<file path="src/hw/rtl/utf8_stream_decoder_top_assert.svh">
// Assertion macros for the UTF-8 stream decoder back end.
`ifndef UTF8_STREAM_DECODER_TOP_ASSERT_SVH
`define UTF8_STREAM_DECODER_TOP_ASSERT_SVH

`ifndef SYNTH
// Same-cycle implication, clocked on clock, off during reset.
`define U8SD_ASSERT_IMP(label, ante, cons) \
   label: assert property (@(posedge clock) disable iff (reset) (ante) |-> (cons)) \
      else $error("u8sd assertion failed");
// Next-cycle implication, clocked on clock, off during reset.
`define U8SD_ASSERT_NXT(label, ante, cons) \
   label: assert property (@(posedge clock) disable iff (reset) (ante) |=> (cons)) \
      else $error("u8sd assertion failed");
`else
`define U8SD_ASSERT_IMP(label, ante, cons)
`define U8SD_ASSERT_NXT(label, ante, cons)
`endif

`endif

</file>
<file path="src/hw/rtl/u8sd_pkg.sv">
// Types, constants and lead-byte decode shared by the UTF-8 stream decoder.
`default_nettype none

package u8sd_pkg;

   localparam int COUNT_BITS  = 32;
   localparam int CHAR_CNT_W  = 32;
   localparam int CP_W        = 21;
   localparam int LEN_W       = 3;
   localparam int QUEUE_DEPTH = 4;
   localparam int QPTR_W      = $clog2(QUEUE_DEPTH);
   localparam int QCNT_W      = $clog2(QUEUE_DEPTH + 1);

   // Sequence lengths
   localparam logic [LEN_W-1:0] LEN_ZERO = 3'd0;
   localparam logic [LEN_W-1:0] LEN_ONE  = 3'd1;
   localparam logic [LEN_W-1:0] LEN_TWO  = 3'd2;
   localparam logic [LEN_W-1:0] LEN_THREE = 3'd3;
   localparam logic [LEN_W-1:0] LEN_FOUR = 3'd4;

   // Continuation bytes still expected
   localparam logic [1:0] PEND_NONE = 2'd0;
   localparam logic [1:0] PEND_ONE  = 2'd1;
   localparam logic [1:0] PEND_TWO  = 2'd2;
   localparam logic [1:0] PEND_THREE = 2'd3;

   typedef enum logic [2:0] {
      LEAD_ASCII,
      LEAD_TWO,
      LEAD_THREE,
      LEAD_FOUR,
      LEAD_BAD
   } lead_kind_type;

   // One decoded event passed from the front end to the back end
   typedef struct packed {
      logic                  is_error;
      logic                  last;
      logic [LEN_W-1:0]      seq_length;
      logic [CP_W-1:0]       unicode_value;
   } event_type;

   // Classify a byte seen where a lead byte is expected
   function automatic lead_kind_type classify_lead(input logic [7:0] b);
      lead_kind_type kind;
      kind = LEAD_BAD;
      if (b[7] == 1'b0) begin
         kind = LEAD_ASCII;
      end else if ((b & 8'hE0) == 8'hC0) begin
         kind = LEAD_TWO;
      end else if ((b & 8'hF0) == 8'hE0) begin
         kind = LEAD_THREE;
      end else if ((b & 8'hF8) == 8'hF0) begin
         kind = LEAD_FOUR;
      end
      return kind;
   endfunction

   function automatic logic is_continuation(input logic [7:0] b);
      return (b & 8'hC0) == 8'h80;
   endfunction

endpackage

`default_nettype wire

</file>
<file path="src/hw/rtl/u8sd_front.sv">
// Front end: takes bytes, tracks open sequences and emits decode events.
`default_nettype none

module u8sd_front
   import u8sd_pkg::*;
(
   input  wire logic        clock,
   input  wire logic        reset,
   input  wire logic        accept,
   input  wire logic [7:0]  data_byte,
   input  wire logic        end_of_buffer,
   output logic             ev_push,
   output event_type        ev_data
);

   logic [1:0]       pending_ff, pending_in;
   logic             err_ff, err_in;
   logic [CP_W-1:0]  partial_ff, partial_in;
   logic [LEN_W-1:0] size_ff, size_in;

   lead_kind_type    lead_kind;
   logic [CP_W-1:0]  merged;
   logic [1:0]       pending_dec;

   assign lead_kind   = classify_lead(data_byte);
   assign merged      = {partial_ff[CP_W-7:0], data_byte[5:0]};
   assign pending_dec = pending_ff - 2'd1;

   // Sequence tracking and event generation
   always_comb begin
      pending_in = pending_ff;
      err_in     = err_ff;
      partial_in = partial_ff;
      size_in    = size_ff;
      ev_push    = 1'b0;
      ev_data    = '{is_error: 1'b1, last: end_of_buffer, seq_length: LEN_ZERO,
                     unicode_value: '0};
      if (accept) begin
         if (err_ff) begin
            // dropping bytes until the buffer end
            if (end_of_buffer) begin
               ev_push = 1'b1;
               err_in  = 1'b0;
            end
         end else if (pending_ff == PEND_NONE) begin
            unique case (lead_kind)
               LEAD_ASCII: begin
                  ev_push = 1'b1;
                  ev_data = '{is_error: 1'b0, last: end_of_buffer, seq_length: LEN_ONE,
                              unicode_value: CP_W'(data_byte[6:0])};
               end
               LEAD_TWO: begin
                  partial_in = CP_W'(data_byte[4:0]);
                  size_in    = LEN_TWO;
                  pending_in = PEND_ONE;
               end
               LEAD_THREE: begin
                  partial_in = CP_W'(data_byte[3:0]);
                  size_in    = LEN_THREE;
                  pending_in = PEND_TWO;
               end
               LEAD_FOUR: begin
                  partial_in = CP_W'(data_byte[2:0]);
                  size_in    = LEN_FOUR;
                  pending_in = PEND_THREE;
               end
               default: begin
                  ev_push = 1'b1;
                  err_in  = !end_of_buffer;
               end
            endcase
            // truncated right after the lead byte
            if (end_of_buffer && lead_kind != LEAD_ASCII && lead_kind != LEAD_BAD) begin
               ev_push    = 1'b1;
               pending_in = PEND_NONE;
            end
         end else if (!is_continuation(data_byte)) begin
            ev_push    = 1'b1;
            pending_in = PEND_NONE;
            err_in     = !end_of_buffer;
         end else begin
            partial_in = merged;
            pending_in = pending_dec;
            if (pending_dec == PEND_NONE) begin
               ev_push = 1'b1;
               ev_data = '{is_error: 1'b0, last: end_of_buffer, seq_length: size_ff,
                           unicode_value: merged};
            end else if (end_of_buffer) begin
               ev_push    = 1'b1;
               pending_in = PEND_NONE;
            end
         end
      end
   end

   always_ff @(posedge clock) begin
      if (reset) begin
         pending_ff <= PEND_NONE;
         err_ff     <= 1'b0;
      end else begin
         pending_ff <= pending_in;
         err_ff     <= err_in;
      end
      partial_ff <= partial_in;
      size_ff    <= size_in;
   end

endmodule

`default_nettype wire

</file>
<file path="src/hw/rtl/u8sd_queue.sv">
// Short event queue between the front end and the back end.
`default_nettype none

module u8sd_queue
   import u8sd_pkg::*;
(
   input  wire logic      clock,
   input  wire logic      reset,
   input  wire logic      push,
   input  wire event_type push_data,
   output logic           full,
   input  wire logic      pop,
   output logic           empty,
   output event_type      head
);

   event_type            entries_ff [QUEUE_DEPTH];
   logic [QPTR_W-1:0]    wr_ptr_ff, wr_ptr_in;
   logic [QPTR_W-1:0]    rd_ptr_ff, rd_ptr_in;
   logic [QCNT_W-1:0]    count_ff, count_in;
   logic                 do_push, do_pop;

   assign full    = count_ff == QCNT_W'(QUEUE_DEPTH);
   assign empty   = count_ff == '0;
   assign head    = entries_ff[rd_ptr_ff];
   assign do_push = push && !full;
   assign do_pop  = pop && !empty;

   // Pointer and occupancy update
   always_comb begin
      wr_ptr_in = wr_ptr_ff;
      rd_ptr_in = rd_ptr_ff;
      count_in  = count_ff;
      if (do_push) begin
         wr_ptr_in = (wr_ptr_ff == QPTR_W'(QUEUE_DEPTH - 1)) ? '0 : wr_ptr_ff + 1'b1;
      end
      if (do_pop) begin
         rd_ptr_in = (rd_ptr_ff == QPTR_W'(QUEUE_DEPTH - 1)) ? '0 : rd_ptr_ff + 1'b1;
      end
      if (do_push && !do_pop) begin
         count_in = count_ff + 1'b1;
      end else if (do_pop && !do_push) begin
         count_in = count_ff - 1'b1;
      end
   end

   always_ff @(posedge clock) begin
      if (reset) begin
         wr_ptr_ff <= '0;
         rd_ptr_ff <= '0;
         count_ff  <= '0;
      end else begin
         wr_ptr_ff <= wr_ptr_in;
         rd_ptr_ff <= rd_ptr_in;
         count_ff  <= count_in;
      end
   end

   always_ff @(posedge clock) begin
      if (do_push) begin
         entries_ff[wr_ptr_ff] <= push_data;
      end
   end

endmodule

`default_nettype wire

</file>
<file path="src/hw/rtl/u8sd_back.sv">
// Back end: keeps the running count and holds the result register.
`default_nettype none
`include "utf8_stream_decoder_top_assert.svh"

module u8sd_back
   import u8sd_pkg::*;
(
   input  wire logic              clock,
   input  wire logic              reset,
   input  wire logic              q_empty,
   input  wire event_type         q_head,
   output logic                   q_pop,
   input  wire logic              rsp_pop,
   output logic                   rsp_empty,
   output logic [CP_W-1:0]        rsp_unicode_value,
   output logic [LEN_W-1:0]       rsp_seq_length,
   output logic                   rsp_decode_error,
   output logic                   rsp_buffer_last,
   output logic [CHAR_CNT_W-1:0]  rsp_char_count
);

   localparam int WIDE_W = (COUNT_BITS > CHAR_CNT_W) ? COUNT_BITS : CHAR_CNT_W;

   logic                  valid_ff, valid_in;
   logic [COUNT_BITS-1:0] count_ff, count_in;
   event_type             ev_ff;
   logic [CHAR_CNT_W-1:0] char_ff, char_in;
   logic [COUNT_BITS-1:0] count_inc;
   logic [WIDE_W-1:0]     count_wide;
   logic                  load;

   assign load       = !q_empty && (!valid_ff || rsp_pop);
   assign q_pop      = load;
   assign count_inc  = (count_ff == '1) ? count_ff : count_ff + 1'b1;
   assign count_wide = WIDE_W'(count_inc);

   // Count update and reported count for the event being loaded
   always_comb begin
      valid_in = valid_ff;
      count_in = count_ff;
      char_in  = char_ff;
      if (rsp_pop && valid_ff) begin
         valid_in = 1'b0;
      end
      if (load) begin
         valid_in = 1'b1;
         if (q_head.is_error) begin
            count_in = '0;
            char_in  = '0;
         end else begin
            count_in = q_head.last ? '0 : count_inc;
            char_in  = (count_wide > WIDE_W'({CHAR_CNT_W{1'b1}})) ? '1
                                                                    : count_wide[CHAR_CNT_W-1:0];
         end
      end
   end

   always_ff @(posedge clock) begin
      if (reset) begin
         valid_ff <= 1'b0;
         count_ff <= '0;
      end else begin
         valid_ff <= valid_in;
         count_ff <= count_in;
      end
      if (load) begin
         ev_ff   <= q_head;
         char_ff <= char_in;
      end
   end

   assign rsp_empty         = !valid_ff;
   assign rsp_unicode_value = ev_ff.unicode_value;
   assign rsp_seq_length    = ev_ff.seq_length;
   assign rsp_decode_error  = ev_ff.is_error;
   assign rsp_buffer_last   = ev_ff.last;
   assign rsp_char_count    = char_ff;

   // Error results carry no code point, length or count
   `U8SD_ASSERT_IMP(a_error_zero, valid_ff && ev_ff.is_error,
      ev_ff.unicode_value == '0 && ev_ff.seq_length == LEN_ZERO && char_ff == '0)
   // Good results have a real length and a nonzero count
   `U8SD_ASSERT_IMP(a_good_shape, valid_ff && !ev_ff.is_error,
      ev_ff.seq_length >= LEN_ONE && ev_ff.seq_length <= LEN_FOUR && char_ff != '0)
   // The count restarts after every buffer end
   `U8SD_ASSERT_NXT(a_count_clear, load && q_head.last, count_ff == '0)
   // A good mid-buffer event bumps the count by one below saturation
   `U8SD_ASSERT_NXT(a_count_step,
      load && !q_head.is_error && !q_head.last && count_ff != '1,
      count_ff == $past(count_ff) + 1'b1)

endmodule

`default_nettype wire

</file>
<file path="src/hw/rtl/utf8_stream_decoder_top.sv">
// UTF-8 stream decoder: bytes in, one code point result per sequence out.
//
// Input channel: push req_data_byte with req_end_of_buffer on the buffer's
// final byte; a byte is taken on a clock edge with req_push high and
// req_full low. Result channel: while rsp_empty is low the oldest result
// is on the rsp_ ports; it is taken on an edge with rsp_pop high.
// A byte that completes a sequence, or ends a buffer, or breaks a sequence,
// gives one result; other bytes give none. After an error bytes are dropped
// until the buffer end, which gives a second error result.
// Throughput: one byte per cycle sustained while req_full is low. The event
// for a byte enters the queue at the edge that takes the byte; the queue head
// loads the result register once that register is empty or being popped, and
// the result is on the rsp_ ports from then until an edge with rsp_pop high.
// Stalls: the result register and a four-entry event queue decouple the
// sides; req_full rises only when the queue is full behind a stalled rsp_pop.
// Reset (synchronous, active high) empties both channels and clears the
// sequence state, error latch and running count; no init time is needed.
`default_nettype none

module utf8_stream_decoder_top
   import u8sd_pkg::*;
(
   input  wire logic              clock,
   input  wire logic              reset,
   input  wire logic              req_push,
   output logic                   req_full,
   input  wire logic [7:0]        req_data_byte,
   input  wire logic              req_end_of_buffer,
   output logic                   rsp_empty,
   input  wire logic              rsp_pop,
   output logic [CP_W-1:0]        rsp_unicode_value,
   output logic [LEN_W-1:0]       rsp_seq_length,
   output logic                   rsp_decode_error,
   output logic                   rsp_buffer_last,
   output logic [CHAR_CNT_W-1:0]  rsp_char_count
);

   logic      accept;
   logic      ev_push;
   event_type ev_data;
   logic      q_full, q_empty, q_pop;
   event_type q_head;

   assign req_full = q_full;
   assign accept   = req_push && !q_full;

   u8sd_front u_front (
      .clock         (clock),
      .reset         (reset),
      .accept        (accept),
      .data_byte     (req_data_byte),
      .end_of_buffer (req_end_of_buffer),
      .ev_push       (ev_push),
      .ev_data       (ev_data)
   );

   u8sd_queue u_queue (
      .clock     (clock),
      .reset     (reset),
      .push      (ev_push),
      .push_data (ev_data),
      .full      (q_full),
      .pop       (q_pop),
      .empty     (q_empty),
      .head      (q_head)
   );

   u8sd_back u_back (
      .clock             (clock),
      .reset             (reset),
      .q_empty           (q_empty),
      .q_head            (q_head),
      .q_pop             (q_pop),
      .rsp_pop           (rsp_pop),
      .rsp_empty         (rsp_empty),
      .rsp_unicode_value (rsp_unicode_value),
      .rsp_seq_length    (rsp_seq_length),
      .rsp_decode_error  (rsp_decode_error),
      .rsp_buffer_last   (rsp_buffer_last),
      .rsp_char_count    (rsp_char_count)
   );

endmodule

`default_nettype wire

</file>
<file path="config.mk">
export PLATFORM = sky130hd
export DESIGN_NAME = utf8_stream_decoder_top
export DESIGN_NICKNAME = d
export VERILOG_FILES = /design/src/hw/rtl/u8sd_pkg.sv /design/src/hw/rtl/u8sd_front.sv /design/src/hw/rtl/u8sd_queue.sv /design/src/hw/rtl/u8sd_back.sv /design/src/hw/rtl/utf8_stream_decoder_top.sv
export VERILOG_INCLUDE_DIRS = /design/src /design/src/hw/rtl
export SDC_FILE = /design/constraint.sdc
export NUM_CORES = 1
export LEC_CHECK = 0
export BUFFER_PORTS_ARGS = -buffer_cell sky130_fd_sc_hd__buf_2
export CORE_ASPECT_RATIO = 1.75
export CORE_MARGIN = 2
export CORE_UTILIZATION = 60
export CTS_CLUSTER_DIAMETER = 50
export DETAILED_ROUTE_END_ITERATION = 8
export PLACE_DENSITY = 0.87
export SETUP_SLACK_MARGIN = 0.2
export SLEW_MARGIN = 10
export SYNTH_ARGS = -nofsm -noshare
export SYNTH_HDL_FRONTEND = slang
export SYNTH_SLANG_ARGS = --single-unit
</file>
<file path="constraint.sdc">
create_clock -name clock -period 3.5 [get_ports clock]
set_clock_uncertainty 0.1 [all_clocks]
set_input_delay 0.525 -clock clock [delete_from_list [all_inputs] [get_ports clock]]
set_output_delay 0.525 -clock clock [all_outputs]
set_load 0.01 [all_outputs]
</file>
==> results of run 1 <==
## per-layer routing
metal  global-route usage  part of all wire  vias to the layer above
li1                     -                 -                     2794
met1                0.240              0.34                     3079
met2                0.466              0.56                      268
met3               0.0398             0.059                       75
met4                0.140             0.048                        0
met5                    0                 0                        -
## cells in the mapped netlist (13+ instances only)
cell type | number | area, µm²
edfxtp_1 | 180 | 5410
dfxtp_1 | 45 | 901
nor2_1 | 36 | 135
a21oi_1 | 32 | 160
nand2_1 | 32 | 120
and2_1 | 28 | 175
mux4_2 | 26 | 586
nand3_1 | 26 | 130
inv_1 | 22 | 82.6
or3_1 | 21 | 131
clkbuf_1 | 20 | 75.1
nor2b_1 | 20 | 125
a31oi_1 | 19 | 119
o21ai_0 | 18 | 90.1
o21ai_1 | 17 | 85.1
nand4_1 | 13 | 81.3
## area by class of cell
type                    count  share of cell area
multi-input cells         405               0.272
clock buffers              30              0.0547
clock inverters             6              0.0104
flip-flops and latches    225               0.585
repair buffers             94              0.0487
inverters                  22             0.00766
well taps                 186              0.0216
## kinds of logic (layout without fill, tap and decap cells)
group / Yosys count / in the layout / share of synthesized area
flops: 225 / 225 / 0.664
simple gates: 220 / 220 / 0.130
compound gates: 129 / 129 / 0.0845
buf+inv: 58 / 152 / 0.0271
mux: 29 / 29 / 0.0650
xor+xnor: 17 / 17 / 0.0157
fa+ha+maj: 10 / 10 / 0.0140
## worst reg2reg max path: stages (launching register included)
cell      delay, ns
dfxtp_1        0.37
inv_1          0.06
ha_1           0.21
buf_4          0.21
a311oi_1       0.24
o21ai_0        0.21
inv_1          0.16
ha_1           0.20
inv_1          0.06
fa_1           0.37
xor2_1         0.16
or3_1          0.31
a21oi_1        0.18
## through the flow
stage | total power [mW] | hold slack, ns
2_1_floorplan | 4.95 | 0.354
3_3_place_gp | 5.54 | 0.362
3_5_place_dp | 5.63 | 0.388
4_1_cts | 7.95 | 0.139
5_1_grt | 8.20 | 0.141
6_report | 7.88 | 0.157
## sequential cells by signal, summed over array words and instances (netlist names), 2 cells and up, named ones only
| signal | flops |
|---|---|
| u_back.rsp_char_count | 32 |
| u_front.pending_ff | 2 |
| u_queue.rd_ptr_ff | 2 |
| u_back.rsp_seq_length | 3 |
| u_queue.count_ff | 3 |
| u_front.size_ff | 3 |
| u_front.partial_ff | 15 |
| u_back.count_ff | 32 |
| u_queue.wr_ptr_ff | 2 |
| u_queue.entries_ff | 104 |
| u_back.rsp_unicode_value | 21 |
## power groups by stage
stage	combinational, mW	clock [mW]	sequential [mW]
floorplan	1.01	0	3.94
global placement	1.75	0	3.79
detailed placement	1.81	0	3.82
CTS	1.83	2.35	3.77
global route	1.95	2.43	3.82
finish	1.81	2.31	3.76
## path summary, 6_finish.rpt
path / start / to / slack (ns)
worst max-delay path: u_front.pending_ff[0] / u_queue.count_ff[2] / 0.57
worst max register to register: u_front.pending_ff[0] / u_queue.count_ff[2] / 0.57
worst min register to register: u_front.pending_ff[0] / u_front.pending_ff[0] / 0.40
worst min-delay path: req_data_byte[0] / u_front.partial_ff[0] / 0.16
==> metrics, run 1 <==
dpl hpwl=13.6 mm; die area=0.0169 mm²; area post-placement=0.0101 mm²; antenna-violating nets left=0; worst ir drop on vdd=0.000642 V; WP data required=3.80 ns; Synth async-reset ratio=0; critical path depth in cells=12; DRC=0; dpl ws=0.520 ns; Clk Latency, worst-skew pair=0.49 ns; IO Port Bufs=72; vias in the first global route=6509; first-pass GRT wire length=31.9 mm; Vias/cell=6.42; part of the power in registers=0.477; most frequent cells in the layout=edfxtp_1, buf_2, dfxtp_1; Buf/Inv on CP=4; yosys warns=0; fin. max-slew vios=0; Cell variety after synth=60; final setup margin=0.566 ns; CTS sink cnt=225; Post-Syn Nets=711; root buf cell=clkbuf_16; synthesized area=0.00950 mm²; GRT Util Overall=0.243; crit path capture type=register; Gate power share=0.230; CTS tree=yes; Final Routed Wirelength=20.3 mm; total negative setup slack=0 ns; hold buffer count at CTS=0; Clk pin slew, worst setup/hold paths=0.06 ns; die width=99.1 µm; largest net degree at the start of global routing=40; part of the power in the clock network=0.293; H-tree depth=1; Util after Layout=0.697; initial antenna violation count=0; synthesis-to-layout area growth=13.5%; critical path type=register to register; LEAKAGE=3.71 nW; RSZ-0062 raised after global routing=no; commonest non-fill, non-tap cell in the layout=edfxtp_1; Starting Density=0.614; Tightest Pin Transition=1.04 ns; area of the multi-input gates=0.00293 mm²; Fillers=1036; Critical Path, Cell by Cell=inv_1, ha_1, buf_4, a311oi_1, o21ai_0, inv_1, ha_1, inv_1, fa_1, xor2_1, or3_1, a21oi_1; cell mode on critical path=inv_1; grt ovf=0; setup bufs post-CTS=0; delay-heaviest family, CP=adder cells; PD cells=731 mW/mm²; I/O Pins=73; Reg area=0.00631 mm²; Tcrit/Tclk final=0.838; Psw=2.24 mW; layout cells sized above 1=0.205; fmax=0.341 GHz; status=completed; GP Congestion=0.934; mean routed wirelength per cell=20.9 µm; final worst path period need=2.93 ns; Inst Count DP=932; number of enable flip-flop cells after synthesis=180; Worst Path Arrival=3.24 ns; critical path peak fanout=19; Final Non-Filler Cells=968; Top FF cell, synth=edfxtp_1; R2R cell count=12; Sw Ratio=0.284; routed vias=6216; Die H=170 µm; relative slew slack=0.308; Int Pwr=5.64 mW; TritonCTS buffer count=20; core area=0.0155 mm²; final setup fails=0; nets=791; post-route cell area=0.0108 mm²; Hold WC Path Type=input pin to register; Fin. Hold Viols=0; CP startpoint kind=register; cts repair resizes=0; Mapped Cells=688; Rows=60; flops & latches, synth=225; DR iter-0 viols=374; sequential fraction of the synthesis area=0.664; total of max-cap violations=0; Hold Path Cell Cnt=1; CP max-delay cell=dfxtp_1; Post-Syn Area per Cell=13.8 µm²; Max stage delay on crit path=0.37 ns; router iterations before antenna repair=5; Ant. Diodes=0; maximum clock insertion buffer count=3
(Power assumes the default switching activity.)
==> run 2: changes to the inputs <==
- clock period: 3.5 -> 3.05 ns (I/O delays scaled with it)
==> run 2 against run 1 <==
Compared with the run above: via count decreased by 1.6%; clock-buffer cell count is the same; clock power up 4%; maximum frequency up 8.4%; combinational power up 15%; final cell count is 0.41% higher; sequential power is 15% higher; critical path depth did not move; final area decreased by 0.35%; core utilization is 0.24 points lower; sequential cell count did not move; largest cell class unchanged; highest routed layer unchanged.
==> metrics, run 2 (synthesized netlist as in run 1, its figures left out) <==
status=completed; Die H=170 µm (unchanged); Worst Path Arrival=3.04 ns (-0.20 ns); TritonCTS buffer count=20 (unchanged); Clk Latency, worst-skew pair=0.50 ns (about the same); worst ir drop on vdd=0.000555 V (-14%); Max stage delay on crit path=0.38 ns (about the same); Starting Density=0.614 (unchanged); CP startpoint kind=register; I/O Pins=73 (unchanged); routed vias=6114 (-1.6%); core area=0.0155 mm² (unchanged); die area=0.0169 mm² (unchanged); critical path type=register to register; LEAKAGE=3.68 nW (-0.89%); dpl hpwl=13.3 mm (-2.7%); largest net degree at the start of global routing=45 (+13%); CTS tree=yes; H-tree depth=1 (unchanged); synthesis-to-layout area growth=13.2%; total of max-cap violations=0 (unchanged); root buf cell=clkbuf_16; RSZ-0062 raised after global routing=yes; Fin. Hold Viols=0 (unchanged); DRC=0 (unchanged); GP Congestion=0.953 (+2.1%); fin. max-slew vios=0 (unchanged); critical path peak fanout=5 (-14); GRT Util Overall=0.241 (-0.00179); most frequent cells in the layout=edfxtp_1, buf_2, dfxtp_1; die width=99.1 µm (unchanged); Clk pin slew, worst setup/hold paths=0.06 ns (about the same); IO Port Bufs=72 (unchanged); nets=795 (+0.51%); DR iter-0 viols=413 (+10%); initial antenna violation count=0 (unchanged); crit path capture type=register; mean routed wirelength per cell=20.8 µm (-0.52%); total negative setup slack=0 ns (unchanged); setup bufs post-CTS=0 (unchanged); grt ovf=0 (unchanged); Final Routed Wirelength=20.2 mm (-0.11%); Rows=60 (unchanged); Critical Path, Cell by Cell=inv_1, ha_1, nor4b_1, a311oi_1, o21ai_2, inv_2, ha_1, inv_1, fa_1, xor2_1, or3_1, a21oi_1; Hold WC Path Type=input pin to register; Ant. Diodes=0 (unchanged); CTS sink cnt=225 (unchanged); hold buffer count at CTS=0 (unchanged); Tcrit/Tclk final=0.888 (+0.0493); router iterations before antenna repair=5 (unchanged); commonest non-fill, non-tap cell in the layout=edfxtp_1; Util after Layout=0.695 (-0.00243); Vias/cell=6.29 (-2.0%); WP data required=3.38 ns (-0.42 ns); first-pass GRT wire length=31.8 mm (-0.43%); maximum clock insertion buffer count=3 (unchanged); PD cells=819 mW/mm² (+12%); vias in the first global route=6242 (-4.1%); Tightest Pin Transition=1.03 ns (-0.00621 ns); fmax=0.369 GHz (+8.4%); Top reg by flops=u_queue.entries_ff; final worst path period need=2.71 ns (-0.227 ns); antenna-violating nets left=0 (unchanged); final setup fails=0 (unchanged); Largest register FFs=104 (unchanged); layout cells sized above 1=0.209 (+0.00405); CP max-delay cell=fa_1; relative slew slack=0.304 (-0.00421)
run 2: changes by cell type in the layout (fill, tap and decap cells not counted), sizes merged:
cell	previous run	this run
buf	94	98
bufinv	3	1
clkinv	2	4
clkinvlp	0	2
inv	23	21
run 2: metrics by stage:
step                hold WS (ns)  area, µm²  std cells  power [mW]  setup WS [ns]
global placement           0.361      10100        936        6.36          0.202
detailed placement         0.392      10100        936        6.46          0.105
floorplan                  0.354       9500        688        5.68          0.235
finish                    0.0977      10700        972        8.80          0.343
global route              0.0791      10700        972        9.16          0.116
CTS                       0.0785      10700        972        8.87          0.226
run 2: repair_timing:
item | in CTS | in global routing
resized for setup | 1 | 3
endpoints found under the setup margin | 1 | 13
endpoints found under the hold margin | 0 | 0
run 2: layer usage:
| metal | track usage | share of wire |
|---|---|---|
| met1 | 0.269 | 0.36 |
| met2 | 0.448 | 0.55 |
| met3 | 0.0287 | 0.050 |
| met4 | 0.120 | 0.038 |
| met5 | 0 | 0 |
run 2: critical path, delay by kind of cell, from the launching register on:
kind | cells | cell delay [ns]
adders and majority gates | 3 | 0.79
AOI/OAI and AO/OA | 3 | 0.65
and+or+nand+nor | 2 | 0.37
DFF | 1 | 0.30
buffers and inverters | 3 | 0.29
xor gates and xnor gates | 1 | 0.16
run 2: where the power goes:
group	leakage [nW]	switching [mW]	internal (mW)
clock network	0.297	1.04	1.36
logic	1.26	1.27	0.807
registers	2.12	0.245	4.07
total	3.68	2.56	6.24
run 2: layout make-up:
type                    instances  area, µm²
flip-flops and latches        225       6310
clock inverters                 6       60.1
inverters                      22       86.3
multi-input cells             405       2940
clock buffers                  30        559
repair buffers                 98        556
well taps                     186        233
fillers                      1014       4720
run 2: final timing paths:
| check | start | end | slack (ns) | depth (start not counted) |
|---|---|---|---|---|
| worst min-delay path | req_data_byte[0] | u_front.partial_ff[0] | 0.1 | 1 |
| worst max register to register | u_front.pending_ff[1] | u_queue.count_ff[2] | 0.34 | 12 |
| worst min register to register | u_front.pending_ff[0] | u_front.pending_ff[0] | 0.41 | 2 |
| worst max-delay path | u_front.pending_ff[1] | u_queue.count_ff[2] | 0.34 | 12 |
